===== src/hdl/md5de_pkg.sv =====
// ----------------------------------------------------------------------------
// MD5 digest engine package
// Shared types, constants and round tables of the MD5 digest engine.
// ----------------------------------------------------------------------------
package md5de_pkg;

  localparam int unsigned WORDS      = 16;
  localparam int unsigned WADDR_W    = 4;
  localparam int unsigned BPOS_W     = 6;
  localparam int unsigned ROUND_W    = 6;

  localparam logic [31:0] IV_A = 32'h67452301;
  localparam logic [31:0] IV_B = 32'hefcdab89;
  localparam logic [31:0] IV_C = 32'h98badcfe;
  localparam logic [31:0] IV_D = 32'h10325476;

  localparam logic [7:0] PAD_BYTE = 8'h80;

  // Word positions inside a block during padding, and other last-index limits.
  localparam logic [WADDR_W:0]   LAST_ZERO_SHORT = 5'd13;
  localparam logic [WADDR_W:0]   LAST_ZERO_FULL  = 5'd15;
  localparam logic [WADDR_W-1:0] LEN_LO_WORD     = 4'd14;
  localparam logic [WADDR_W-1:0] LEN_HI_WORD     = 4'd15;
  localparam logic [ROUND_W-1:0] LAST_ROUND      = 6'd63;
  localparam logic [BPOS_W-1:0]  LAST_BYTE_POS   = 6'd63;
  localparam logic [1:0]         LAST_LANE       = 2'd3;
  localparam logic [1:0]         LAST_WORD_IDX   = 2'd3;
  localparam logic [2:0]         LEN_AREA_OCTET  = 3'd7;

  typedef enum logic [2:0] {
    WSEL_BYTE,
    WSEL_PAD,
    WSEL_ZERO,
    WSEL_LEN_LO,
    WSEL_LEN_HI
  } wsel_t;

  typedef struct packed {
    logic                 byte_we;
    logic                 ram_we;
    wsel_t                wsel;
    logic [WADDR_W-1:0]   waddr;
    logic [WADDR_W-1:0]   raddr;
    logic                 rnd_load;
    logic                 rnd_step;
    logic [ROUND_W-1:0]   rnd;
    logic                 chain_add;
    logic                 ctx_init;
    logic [1:0]           oidx;
  } cmd_t;

  typedef struct packed {
    logic [BPOS_W-1:0] pos;
  } stat_t;

  function automatic logic [31:0] round_const(input logic [ROUND_W-1:0] i);
    logic [31:0] k;
    case (i)
      6'd0:  k = 32'hd76aa478;  6'd1:  k = 32'he8c7b756;
      6'd2:  k = 32'h242070db;  6'd3:  k = 32'hc1bdceee;
      6'd4:  k = 32'hf57c0faf;  6'd5:  k = 32'h4787c62a;
      6'd6:  k = 32'ha8304613;  6'd7:  k = 32'hfd469501;
      6'd8:  k = 32'h698098d8;  6'd9:  k = 32'h8b44f7af;
      6'd10: k = 32'hffff5bb1;  6'd11: k = 32'h895cd7be;
      6'd12: k = 32'h6b901122;  6'd13: k = 32'hfd987193;
      6'd14: k = 32'ha679438e;  6'd15: k = 32'h49b40821;
      6'd16: k = 32'hf61e2562;  6'd17: k = 32'hc040b340;
      6'd18: k = 32'h265e5a51;  6'd19: k = 32'he9b6c7aa;
      6'd20: k = 32'hd62f105d;  6'd21: k = 32'h02441453;
      6'd22: k = 32'hd8a1e681;  6'd23: k = 32'he7d3fbc8;
      6'd24: k = 32'h21e1cde6;  6'd25: k = 32'hc33707d6;
      6'd26: k = 32'hf4d50d87;  6'd27: k = 32'h455a14ed;
      6'd28: k = 32'ha9e3e905;  6'd29: k = 32'hfcefa3f8;
      6'd30: k = 32'h676f02d9;  6'd31: k = 32'h8d2a4c8a;
      6'd32: k = 32'hfffa3942;  6'd33: k = 32'h8771f681;
      6'd34: k = 32'h6d9d6122;  6'd35: k = 32'hfde5380c;
      6'd36: k = 32'ha4beea44;  6'd37: k = 32'h4bdecfa9;
      6'd38: k = 32'hf6bb4b60;  6'd39: k = 32'hbebfbc70;
      6'd40: k = 32'h289b7ec6;  6'd41: k = 32'heaa127fa;
      6'd42: k = 32'hd4ef3085;  6'd43: k = 32'h04881d05;
      6'd44: k = 32'hd9d4d039;  6'd45: k = 32'he6db99e5;
      6'd46: k = 32'h1fa27cf8;  6'd47: k = 32'hc4ac5665;
      6'd48: k = 32'hf4292244;  6'd49: k = 32'h432aff97;
      6'd50: k = 32'hab9423a7;  6'd51: k = 32'hfc93a039;
      6'd52: k = 32'h655b59c3;  6'd53: k = 32'h8f0ccc92;
      6'd54: k = 32'hffeff47d;  6'd55: k = 32'h85845dd1;
      6'd56: k = 32'h6fa87e4f;  6'd57: k = 32'hfe2ce6e0;
      6'd58: k = 32'ha3014314;  6'd59: k = 32'h4e0811a1;
      6'd60: k = 32'hf7537e82;  6'd61: k = 32'hbd3af235;
      6'd62: k = 32'h2ad7d2bb;  6'd63: k = 32'heb86d391;
      default: k = 32'h0;
    endcase
    return k;
  endfunction

  function automatic logic [4:0] rot_amount(input logic [ROUND_W-1:0] i);
    logic [4:0] s;
    case ({i[5:4], i[1:0]})
      4'd0:  s = 5'd7;   4'd1:  s = 5'd12;  4'd2:  s = 5'd17;  4'd3:  s = 5'd22;
      4'd4:  s = 5'd5;   4'd5:  s = 5'd9;   4'd6:  s = 5'd14;  4'd7:  s = 5'd20;
      4'd8:  s = 5'd4;   4'd9:  s = 5'd11;  4'd10: s = 5'd16;  4'd11: s = 5'd23;
      4'd12: s = 5'd6;   4'd13: s = 5'd10;  4'd14: s = 5'd15;  4'd15: s = 5'd21;
      default: s = 5'd7;
    endcase
    return s;
  endfunction

  // Message word used by a round; all arithmetic is modulo 16.
  function automatic logic [WADDR_W-1:0] msg_index(input logic [ROUND_W-1:0] i);
    logic [WADDR_W-1:0] j;
    logic [WADDR_W-1:0] g;
    j = i[3:0];
    case (i[5:4])
      2'd0:    g = j;
      2'd1:    g = 4'(j * 4'd5 + 4'd1);
      2'd2:    g = 4'(j * 4'd3 + 4'd5);
      default: g = 4'(j * 4'd7);
    endcase
    return g;
  endfunction

endpackage


===== src/hdl/md5de_if.sv =====
// ----------------------------------------------------------------------------
// MD5 digest engine channels
// Valid/ready channels for message bytes and digest words.
// ----------------------------------------------------------------------------
interface md5de_in_if;
  logic       valid;
  logic       ready;
  logic [7:0] data_byte;
  logic       byte_present;
  logic       end_of_message;
  modport source (output valid, data_byte, byte_present, end_of_message, input ready);
  modport sink   (input valid, data_byte, byte_present, end_of_message, output ready);
endinterface

interface md5de_out_if;
  logic        valid;
  logic        ready;
  logic [31:0] digest_word;
  logic [1:0]  word_index;
  logic        last_word;
  modport source (output valid, digest_word, word_index, last_word, input ready);
  modport sink   (input valid, digest_word, word_index, last_word, output ready);
endinterface


===== src/hdl/md5de_ram.sv =====
// ----------------------------------------------------------------------------
// Generic RAM
// One write port, one read port with registered read data.
// ----------------------------------------------------------------------------
module md5de_ram #(
  parameter int unsigned WIDTH = 32,
  parameter int unsigned DEPTH = 16
) (
  input  logic                     clk,
  input  logic                     we,
  input  logic [$clog2(DEPTH)-1:0] waddr,
  input  logic [WIDTH-1:0]         wdata,
  input  logic [$clog2(DEPTH)-1:0] raddr,
  output logic [WIDTH-1:0]         rdata
);

  logic [WIDTH-1:0] mem_r [DEPTH];

  always_ff @(posedge clk) begin
    if (we) begin
      mem_r[waddr] <= wdata;
    end
    rdata <= mem_r[raddr];
  end

endmodule


===== src/hdl/md5de_ctrl.sv =====
// ----------------------------------------------------------------------------
// MD5 digest engine controller
// Sequences byte intake, padding, compression rounds and digest transfer.
// ----------------------------------------------------------------------------
module md5de_ctrl (
  input  logic             clk,
  input  logic             rst_n,
  input  logic             in_valid,
  input  logic             in_present,
  input  logic             in_end,
  output logic             in_ready,
  output logic             out_valid,
  input  logic             out_ready,
  input  md5de_pkg::stat_t stat,
  output md5de_pkg::cmd_t  cmd
);

  typedef enum logic [8:0] {
    S_IDLE   = 9'b000000001,
    S_HEAD   = 9'b000000010,
    S_ZERO   = 9'b000000100,
    S_LEN_LO = 9'b000001000,
    S_LEN_HI = 9'b000010000,
    S_PRE    = 9'b000100000,
    S_RND    = 9'b001000000,
    S_ADD    = 9'b010000000,
    S_OUT    = 9'b100000000
  } state_t;

  typedef enum logic [1:0] {
    RET_IDLE,
    RET_HEAD,
    RET_PAD2,
    RET_OUT
  } ret_t;

  state_t                        state_r, state_nxt;
  ret_t                          ret_r, ret_nxt;
  logic [md5de_pkg::WADDR_W:0]   wcnt_r, wcnt_nxt;
  logic                          lim_hi_r, lim_hi_nxt;
  logic [md5de_pkg::ROUND_W-1:0] rnd_r, rnd_nxt;
  logic [1:0]                    oidx_r, oidx_nxt;
  logic [md5de_pkg::WADDR_W:0]   lim;

  always_ff @(posedge clk) begin
    if (!rst_n) begin
      state_r  <= S_IDLE;
      ret_r    <= RET_IDLE;
      wcnt_r   <= '0;
      lim_hi_r <= 1'b0;
      rnd_r    <= '0;
      oidx_r   <= '0;
    end else begin
      state_r  <= state_nxt;
      ret_r    <= ret_nxt;
      wcnt_r   <= wcnt_nxt;
      lim_hi_r <= lim_hi_nxt;
      rnd_r    <= rnd_nxt;
      oidx_r   <= oidx_nxt;
    end
  end

  assign lim = lim_hi_r ? md5de_pkg::LAST_ZERO_FULL : md5de_pkg::LAST_ZERO_SHORT;

  always_comb begin
    state_nxt     = state_r;
    ret_nxt       = ret_r;
    wcnt_nxt      = wcnt_r;
    lim_hi_nxt    = lim_hi_r;
    rnd_nxt       = rnd_r;
    oidx_nxt      = oidx_r;
    in_ready      = 1'b0;
    out_valid     = 1'b0;
    cmd           = '0;
    cmd.wsel      = md5de_pkg::WSEL_BYTE;
    cmd.rnd       = rnd_r;
    cmd.oidx      = oidx_r;
    cmd.raddr     = md5de_pkg::msg_index(6'(rnd_r + 6'd1));
    case (state_r)
      S_IDLE: begin
        in_ready = 1'b1;
        if (in_valid) begin
          if (in_present) begin
            cmd.byte_we = 1'b1;
            cmd.waddr   = stat.pos[5:2];
            cmd.ram_we  = (stat.pos[1:0] == md5de_pkg::LAST_LANE);
            if (stat.pos == md5de_pkg::LAST_BYTE_POS) begin
              state_nxt = S_PRE;
              ret_nxt   = in_end ? RET_HEAD : RET_IDLE;
            end else if (in_end) begin
              state_nxt = S_HEAD;
            end
          end else if (in_end) begin
            state_nxt = S_HEAD;
          end
        end
      end
      S_HEAD: begin
        cmd.ram_we = 1'b1;
        cmd.wsel   = md5de_pkg::WSEL_PAD;
        cmd.waddr  = stat.pos[5:2];
        wcnt_nxt   = {1'b0, stat.pos[5:2]} + 5'd1;
        lim_hi_nxt = (stat.pos[5:3] == md5de_pkg::LEN_AREA_OCTET);
        state_nxt  = S_ZERO;
      end
      S_ZERO: begin
        if (wcnt_r <= lim) begin
          cmd.ram_we = 1'b1;
          cmd.wsel   = md5de_pkg::WSEL_ZERO;
          cmd.waddr  = wcnt_r[3:0];
          wcnt_nxt   = wcnt_r + 5'd1;
        end else if (lim_hi_r) begin
          state_nxt = S_PRE;
          ret_nxt   = RET_PAD2;
        end else begin
          state_nxt = S_LEN_LO;
        end
      end
      S_LEN_LO: begin
        cmd.ram_we = 1'b1;
        cmd.wsel   = md5de_pkg::WSEL_LEN_LO;
        cmd.waddr  = md5de_pkg::LEN_LO_WORD;
        state_nxt  = S_LEN_HI;
      end
      S_LEN_HI: begin
        cmd.ram_we = 1'b1;
        cmd.wsel   = md5de_pkg::WSEL_LEN_HI;
        cmd.waddr  = md5de_pkg::LEN_HI_WORD;
        state_nxt  = S_PRE;
        ret_nxt    = RET_OUT;
      end
      S_PRE: begin
        // Fetch the first round's word while the working registers load.
        cmd.raddr    = md5de_pkg::msg_index('0);
        cmd.rnd_load = 1'b1;
        rnd_nxt      = '0;
        state_nxt    = S_RND;
      end
      S_RND: begin
        cmd.rnd_step = 1'b1;
        rnd_nxt      = 6'(rnd_r + 6'd1);
        if (rnd_r == md5de_pkg::LAST_ROUND) begin
          state_nxt = S_ADD;
        end
      end
      S_ADD: begin
        cmd.chain_add = 1'b1;
        case (ret_r)
          RET_IDLE: state_nxt = S_IDLE;
          RET_HEAD: state_nxt = S_HEAD;
          RET_PAD2: begin
            wcnt_nxt   = '0;
            lim_hi_nxt = 1'b0;
            state_nxt  = S_ZERO;
          end
          RET_OUT: begin
            oidx_nxt  = '0;
            state_nxt = S_OUT;
          end
          default: state_nxt = S_IDLE;
        endcase
      end
      S_OUT: begin
        out_valid = 1'b1;
        if (out_ready) begin
          if (oidx_r == md5de_pkg::LAST_WORD_IDX) begin
            cmd.ctx_init = 1'b1;
            state_nxt    = S_IDLE;
          end else begin
            oidx_nxt = oidx_r + 2'd1;
          end
        end
      end
      default: state_nxt = S_IDLE;
    endcase
  end

endmodule


===== src/hdl/md5de_dpath.sv =====
// ----------------------------------------------------------------------------
// MD5 digest engine datapath
// Chaining value, bit count, word assembly, block store and round unit.
// ----------------------------------------------------------------------------
module md5de_dpath (
  input  logic             clk,
  input  logic             rst_n,
  input  logic [7:0]       data_byte,
  input  md5de_pkg::cmd_t  cmd,
  output md5de_pkg::stat_t stat,
  output logic [31:0]      digest_word
);

  logic [31:0] chain_r [4];
  logic [63:0] bit_count_r;
  logic [31:0] asm_r;
  logic [31:0] a_r, b_r, c_r, d_r;
  logic [31:0] wdata, rdata, asm_word, pad_word;
  logic [31:0] f, t, rot_b;
  logic [63:0] dbl;
  logic [1:0]  lane;

  assign stat.pos    = bit_count_r[8:3];
  assign lane        = bit_count_r[4:3];
  assign digest_word = chain_r[cmd.oidx];

  always_comb begin
    asm_word = asm_r;
    pad_word = '0;
    for (int l = 0; l < 4; l++) begin
      if (2'(l) == lane) begin
        asm_word[8*l +: 8] = data_byte;
        pad_word[8*l +: 8] = md5de_pkg::PAD_BYTE;
      end else if (2'(l) < lane) begin
        pad_word[8*l +: 8] = asm_r[8*l +: 8];
      end
    end
  end

  always_comb begin
    case (cmd.wsel)
      md5de_pkg::WSEL_BYTE:   wdata = asm_word;
      md5de_pkg::WSEL_PAD:    wdata = pad_word;
      md5de_pkg::WSEL_LEN_LO: wdata = bit_count_r[31:0];
      md5de_pkg::WSEL_LEN_HI: wdata = bit_count_r[63:32];
      default:                wdata = '0;
    endcase
  end

  md5de_ram #(.WIDTH(32), .DEPTH(md5de_pkg::WORDS)) u_store (
    .clk   (clk),
    .we    (cmd.ram_we),
    .waddr (cmd.waddr),
    .wdata (wdata),
    .raddr (cmd.raddr),
    .rdata (rdata)
  );

  // One MD5 round per cycle.
  always_comb begin
    case (cmd.rnd[5:4])
      2'd0:    f = d_r ^ (b_r & (c_r ^ d_r));
      2'd1:    f = c_r ^ (d_r & (b_r ^ c_r));
      2'd2:    f = b_r ^ c_r ^ d_r;
      default: f = c_r ^ (b_r | ~d_r);
    endcase
    t     = a_r + f + rdata + md5de_pkg::round_const(cmd.rnd);
    dbl   = {t, t} << md5de_pkg::rot_amount(cmd.rnd);
    rot_b = b_r + dbl[63:32];
  end

  always_ff @(posedge clk) begin
    if (!rst_n) begin
      chain_r[0]  <= md5de_pkg::IV_A;
      chain_r[1]  <= md5de_pkg::IV_B;
      chain_r[2]  <= md5de_pkg::IV_C;
      chain_r[3]  <= md5de_pkg::IV_D;
      bit_count_r <= '0;
    end else if (cmd.ctx_init) begin
      chain_r[0]  <= md5de_pkg::IV_A;
      chain_r[1]  <= md5de_pkg::IV_B;
      chain_r[2]  <= md5de_pkg::IV_C;
      chain_r[3]  <= md5de_pkg::IV_D;
      bit_count_r <= '0;
    end else begin
      if (cmd.byte_we) begin
        bit_count_r <= bit_count_r + 64'd8;
      end
      if (cmd.chain_add) begin
        chain_r[0] <= chain_r[0] + a_r;
        chain_r[1] <= chain_r[1] + b_r;
        chain_r[2] <= chain_r[2] + c_r;
        chain_r[3] <= chain_r[3] + d_r;
      end
    end
  end

  always_ff @(posedge clk) begin
    if (cmd.byte_we) begin
      asm_r <= asm_word;
    end
    if (cmd.rnd_load) begin
      a_r <= chain_r[0];
      b_r <= chain_r[1];
      c_r <= chain_r[2];
      d_r <= chain_r[3];
    end else if (cmd.rnd_step) begin
      a_r <= d_r;
      d_r <= c_r;
      c_r <= b_r;
      b_r <= rot_b;
    end
  end

endmodule


===== src/hdl/md5_digest_engine_unit.sv =====
// ----------------------------------------------------------------------------
// MD5 digest engine
// Streaming MD5 over a byte stream with a four-word digest output.
// ----------------------------------------------------------------------------
// A byte item is taken whenever the engine is idle. When a byte completes a
// 64-byte block, the block is compressed (a load step, 64 rounds through a
// single round unit, one chaining add) and no input is taken meanwhile. An
// item that ends the message starts padding: the 0x80 word, the zero words up
// to word 13, the two bit-length words and a compression; when fewer than
// nine bytes are left in the block, the zero words run to word 15 and a
// second compression and its zero words follow. The four digest words then
// leave as four transfers, word 0 first, each holding its earliest byte in
// bits 7:0. After the last transfer the chaining value and bit count return
// to their initial values, so the next byte begins a new message. These
// steps follow from the controller sequencing a word store with one write
// and one read port and one shared round unit.
// ----------------------------------------------------------------------------
module md5_digest_engine_unit (
  input logic        clk,
  input logic        rst_n,
  md5de_in_if.sink   in_ch,
  md5de_out_if.source out_ch
);

  md5de_pkg::cmd_t  cmd;
  md5de_pkg::stat_t stat;

  // The controller owns both handshakes; the datapath only follows commands.
  md5de_ctrl u_ctrl (
    .clk        (clk),
    .rst_n      (rst_n),
    .in_valid   (in_ch.valid),
    .in_present (in_ch.byte_present),
    .in_end     (in_ch.end_of_message),
    .in_ready   (in_ch.ready),
    .out_valid  (out_ch.valid),
    .out_ready  (out_ch.ready),
    .stat       (stat),
    .cmd        (cmd)
  );

  md5de_dpath u_dpath (
    .clk         (clk),
    .rst_n       (rst_n),
    .data_byte   (in_ch.data_byte),
    .cmd         (cmd),
    .stat        (stat),
    .digest_word (out_ch.digest_word)
  );

  // The word index comes straight from the controller's output counter.
  assign out_ch.word_index = cmd.oidx;
  assign out_ch.last_word  = (cmd.oidx == md5de_pkg::LAST_WORD_IDX);

endmodule


===== src/flat_wrapper.sv =====
// flat-port wrapper written by rule: the top's interface ports become plain ports
module md5_digest_engine_unit_flat 
  (clk, rst_n, in_ch_valid, in_ch_data_byte, in_ch_byte_present, in_ch_end_of_message, in_ch_ready, out_ch_valid, out_ch_digest_word, out_ch_word_index, out_ch_last_word, out_ch_ready);
  md5de_in_if in_ch_i ();
  md5de_out_if out_ch_i ();
  input logic clk;
  input logic rst_n;
  input wire logic [$bits(in_ch_i.valid)-1:0] in_ch_valid;
  input wire logic [$bits(in_ch_i.data_byte)-1:0] in_ch_data_byte;
  input wire logic [$bits(in_ch_i.byte_present)-1:0] in_ch_byte_present;
  input wire logic [$bits(in_ch_i.end_of_message)-1:0] in_ch_end_of_message;
  output wire logic [$bits(in_ch_i.ready)-1:0] in_ch_ready;
  output wire logic [$bits(out_ch_i.valid)-1:0] out_ch_valid;
  output wire logic [$bits(out_ch_i.digest_word)-1:0] out_ch_digest_word;
  output wire logic [$bits(out_ch_i.word_index)-1:0] out_ch_word_index;
  output wire logic [$bits(out_ch_i.last_word)-1:0] out_ch_last_word;
  input wire logic [$bits(out_ch_i.ready)-1:0] out_ch_ready;
  assign in_ch_i.valid = in_ch_valid;
  assign in_ch_i.data_byte = in_ch_data_byte;
  assign in_ch_i.byte_present = in_ch_byte_present;
  assign in_ch_i.end_of_message = in_ch_end_of_message;
  assign in_ch_ready = in_ch_i.ready;
  assign out_ch_valid = out_ch_i.valid;
  assign out_ch_digest_word = out_ch_i.digest_word;
  assign out_ch_word_index = out_ch_i.word_index;
  assign out_ch_last_word = out_ch_i.last_word;
  assign out_ch_i.ready = out_ch_ready;
  md5_digest_engine_unit u_core (.clk(clk), .rst_n(rst_n), .in_ch(in_ch_i), .out_ch(out_ch_i));
endmodule

===== config.mk =====
export PLATFORM = sky130hd
export DESIGN_NAME = md5_digest_engine_unit_flat
export DESIGN_NICKNAME = d
export VERILOG_FILES = /design/src/hdl/md5de_pkg.sv /design/src/hdl/md5de_if.sv /design/src/hdl/md5de_ram.sv /design/src/hdl/md5de_ctrl.sv /design/src/hdl/md5de_dpath.sv /design/src/hdl/md5_digest_engine_unit.sv /design/src/flat_wrapper.sv
export SDC_FILE = /design/constraint.sdc
export NUM_CORES = 2
export LEC_CHECK = 0
export BUFFER_PORTS_ARGS = -buffer_cell sky130_fd_sc_hd__buf_2
export CAP_MARGIN = 20
export CELL_PAD_IN_SITES_DETAIL_PLACEMENT = 1
export CELL_PAD_IN_SITES_GLOBAL_PLACEMENT = 2
export CORE_MARGIN = 2
export CORE_UTILIZATION = 44
export DETAILED_ROUTE_END_ITERATION = 12
export GPL_TIMING_DRIVEN = 1
export HOLD_SLACK_MARGIN = 0.03
export PLACE_DENSITY_LB_ADDON = 0.1
export SLEW_MARGIN = 20
export SYNTH_ARGS = -nofsm -noshare
export SYNTH_HDL_FRONTEND = slang
export SYNTH_HIERARCHICAL = 1
export SYNTH_SLANG_ARGS = --single-unit

===== constraint.sdc =====
create_clock -name clk -period 12.52 [get_ports clk]
set_input_delay 1.252 -clock clk [delete_from_list [all_inputs] [get_ports clk]]
set_output_delay 1.252 -clock clk [all_outputs]
set_load 0.005 [all_outputs]

==> flow_summary.json <==
{
  "mappedNetlistNets": 5063,
  "start_kind": "flip-flop",
  "clock_path_buffers": 3,
  "finalInstanceArea_um2": 59800,
  "yosysUniqueCellTypes": 109,
  "io-pin-count": 51,
  "crit_slowest_cell": "ha_1",
  "port_buffers": 50,
  "synth_top_area_share_pct": 42.6,
  "viasPerCell": 6.17,
  "max_clock_freq_mhz": 94.9,
  "synth_warnings": 6,
  "clk_latency_ps": 740,
  "syn_area_um2": 54100,
  "antenna_found_initial": 1,
  "grt_pass1_wl_um": 272000,
  "critPathCaptureType": "flip-flop",
  "finalWirelength_um": 184000,
  "drc": 0,
  "drtAntennaViolNets": 0,
  "cts-root-buf": "clkbuf_16",
  "fin_util_pct": 49.0,
  "cts_tree": "done",
  "place_congestion": 0.955,
  "finalCriticalPeriod_ps": 10530,
  "finalSetupViolCount": 0,
  "htree_levels": 3,
  "drive_above_1_share_pct": 14.8,
  "synth_seq_cells": 918,
  "drt-pass1-iter-count": 6,
  "area.growth.synth_to_final_pct": 10.5,
  "drv_slew": 0,
  "max_cap_viol_count": 0,
  "post_drt_wl_per_cell_um": 28.4,
  "max_stage_delay_ps": 770,
  "die-area_um2": 126000,
  "path_clk_slew_ps": 70,
  "overflow": 0,
  "post_cts.repair.setup_buffers": 0,
  "diodes": 0,
  "crit_fanout": 32,
  "hold-worst-slack_ps": 492,
  "synthTopCellsByCount": "768 x edfxtp_1, 420 x nand2_1, 340 x nor2_1",
  "cts_buffers": 100,
  "rsz0062_at_grt": "false",
  "min_path_cells": 1,
  "vdd_drop_max_mv": 0.160,
  "cts_hold_buffers": 0,
  "synth_cells": 4763,
  "hold_path.class": "reg2reg",
  "p_per_area_nw_per_um2": 170,
  "async_flop_share_pct": 0,
  "dp_cells": 6278,
  "syn_area_per_cell_um2": 11.4,
  "synthTopCellsByArea": "edfxtp_1 43%, mux4_2 7.0%, dfxtp_1 5.6%",
  "post_dp_cell_area_um2": 56300,
  "cts_resized": 0,
  "tns_ps": 0,
  "fin_crit_sh_pct": 84.1,
  "row_count": 128,
  "grt.total_usage_pct": 29.0,
  "die_x_um": 355,
  "outcome": "finished, final reports clean",
  "die_h_um": 355,
  "grt_max_degree": 129,
  "grt_pass1_vias": 40600,
  "hold_viol_final": 0,
  "skew_ps": 60.6,
  "instances_no_fill": 6466,
  "synth_largest_area_cell": "edfxtp_1",
  "drt-initial-drc-count": 3604,
  "ff2ff_path_depth": 38,
  "critical_path_class": "reg2reg",
  "synth_top_flop_cell": "edfxtp_1",
  "nets": 5055,
  "critPathRequiredTime_ps": 12960,
  "dp_hpwl_um": 126000,
  "arrival_ps": 10970,
  "synth.yosys.seq_area_share_pct": 48.2,
  "relSlewSlack_pct": 26.4,
  "core_um2": 122000,
  "start_util_pct": 44.4,
  "clock-sinks": 918,
  "yosysMostFrequentCell": "edfxtp_1",
  "vias": 39900,
  "tightest_slew_ps": 1100,
  "p_leak_nw": 21.3,
  "path_common_cell": "o21ai_0",
  "synth_edf_count": 768
}
-- layer usage --
metal	vias to the layer above	global-route usage [%]	part of all wire, %
li1	18000	-	-
met1	20500	38.8	43
met2	1146	49.2	49
met3	311	3.15	4.6
met4	0	9.76	3.5
met5	-	0	0
-- flip-flops by register name, indices dropped and copies added, names as in the netlist, 5 cells and up --
register                      cells
u_core/u_dpath/c_r               32
u_core/u_ctrl/state_r             9
u_core/u_dpath/bit_count_r       61
u_core/u_dpath/u_store/rdata     32
u_core/u_dpath/d_r               32
u_core/u_dpath/asm_r             32
u_core/u_ctrl/rnd_r               6
u_core/u_dpath/a_r               32
u_core/u_dpath/b_r               32
u_core/u_dpath/chain_r          128
u_core/u_ctrl/wcnt_r              5
u_core/u_dpath/u_store/mem_r    512
-- final timing paths --
kind	start	end	slack, ps
setup reg to reg	u_core/u_ctrl/rnd_r[0]	u_core/u_dpath/b_r[30]	1990
hold / removal	u_core/u_ctrl/lim_hi_r	u_core/u_ctrl/state_r[3]	490
hold reg to reg	u_core/u_ctrl/lim_hi_r	u_core/u_ctrl/state_r[3]	490
setup / recovery	u_core/u_ctrl/rnd_r[0]	u_core/u_dpath/b_r[30]	1990
-- cell type report --
type | instances | area [um^2]
timing repair buffer | 134 | 906
fill | 12800 | 62100
clock buffer | 121 | 2680
multi-input combinational | 3403 | 26500
tap | 1625 | 2030
inverter | 198 | 744
sequential | 918 | 26100
clock inverter | 67 | 800
-- kinds of logic after synthesis --
| family | after synthesis | synth area share, % |
|---|---|---|
| and+or+nand+nor | 1243 | 10.7 |
| AOI/OAI and AO/OA | 1226 | 14.6 |
| adders and majority gates | 286 | 7.57 |
| DFF | 918 | 48.2 |
| muxes | 384 | 11.3 |
| buffers and inverters | 442 | 3.30 |
| xor gates and xnor gates | 264 | 4.30 |
-- critical path: cells and delay by family (launching register included) --
kind            cells  cell delay [ps]
flops               1              310
compound gates     22             5140
mux                 2              300
xor+xnor            2              370
simple gates        3              810
fa+ha+maj           5             2380
buf+inv             4              940
-- cells in the final DEF, fill, tap and decap left out, drive strengths merged, types with 47 or more instances in the layout --
cell type | Yosys | final
a211oi | 47 | 47
a21o | 72 | 72
a21oi | 300 | 300
a22oi | 94 | 94
a31oi | 50 | 50
buf | 76 | 134
clkbuf | 168 | 121
clkinv | 6 | 54
dfxtp | 150 | 150
edfxtp | 768 | 768
fa | 69 | 69
ha | 217 | 217
inv | 192 | 192
mux2 | 126 | 126
mux2i | 90 | 90
mux4 | 168 | 168
nand2 | 420 | 420
nand2b | 56 | 56
nand3 | 109 | 109
nor2 | 341 | 341
nor3 | 69 | 69
o211ai | 53 | 53
o21ai | 328 | 328
xnor2 | 139 | 139
xor2 | 124 | 124
-- metrics by stage --
step / power (mW) / setup slack [ps]
after global routing: 10.7 / 1250
after floorplan: 6.08 / 3680
after global placement: 7.02 / 2250
after detailed placement: 7.07 / 2060
after CTS: 10.2 / 2020
final: 10.2 / 1990
-- power by group --
group          total, mW  internal [mW]  switching, mW
combinational       3.30           1.26           2.04
clock               3.14           1.83           1.32
sequential          3.73           3.63          0.101
total               10.2           6.72           3.46
Power figures use the tool's default switching activity.
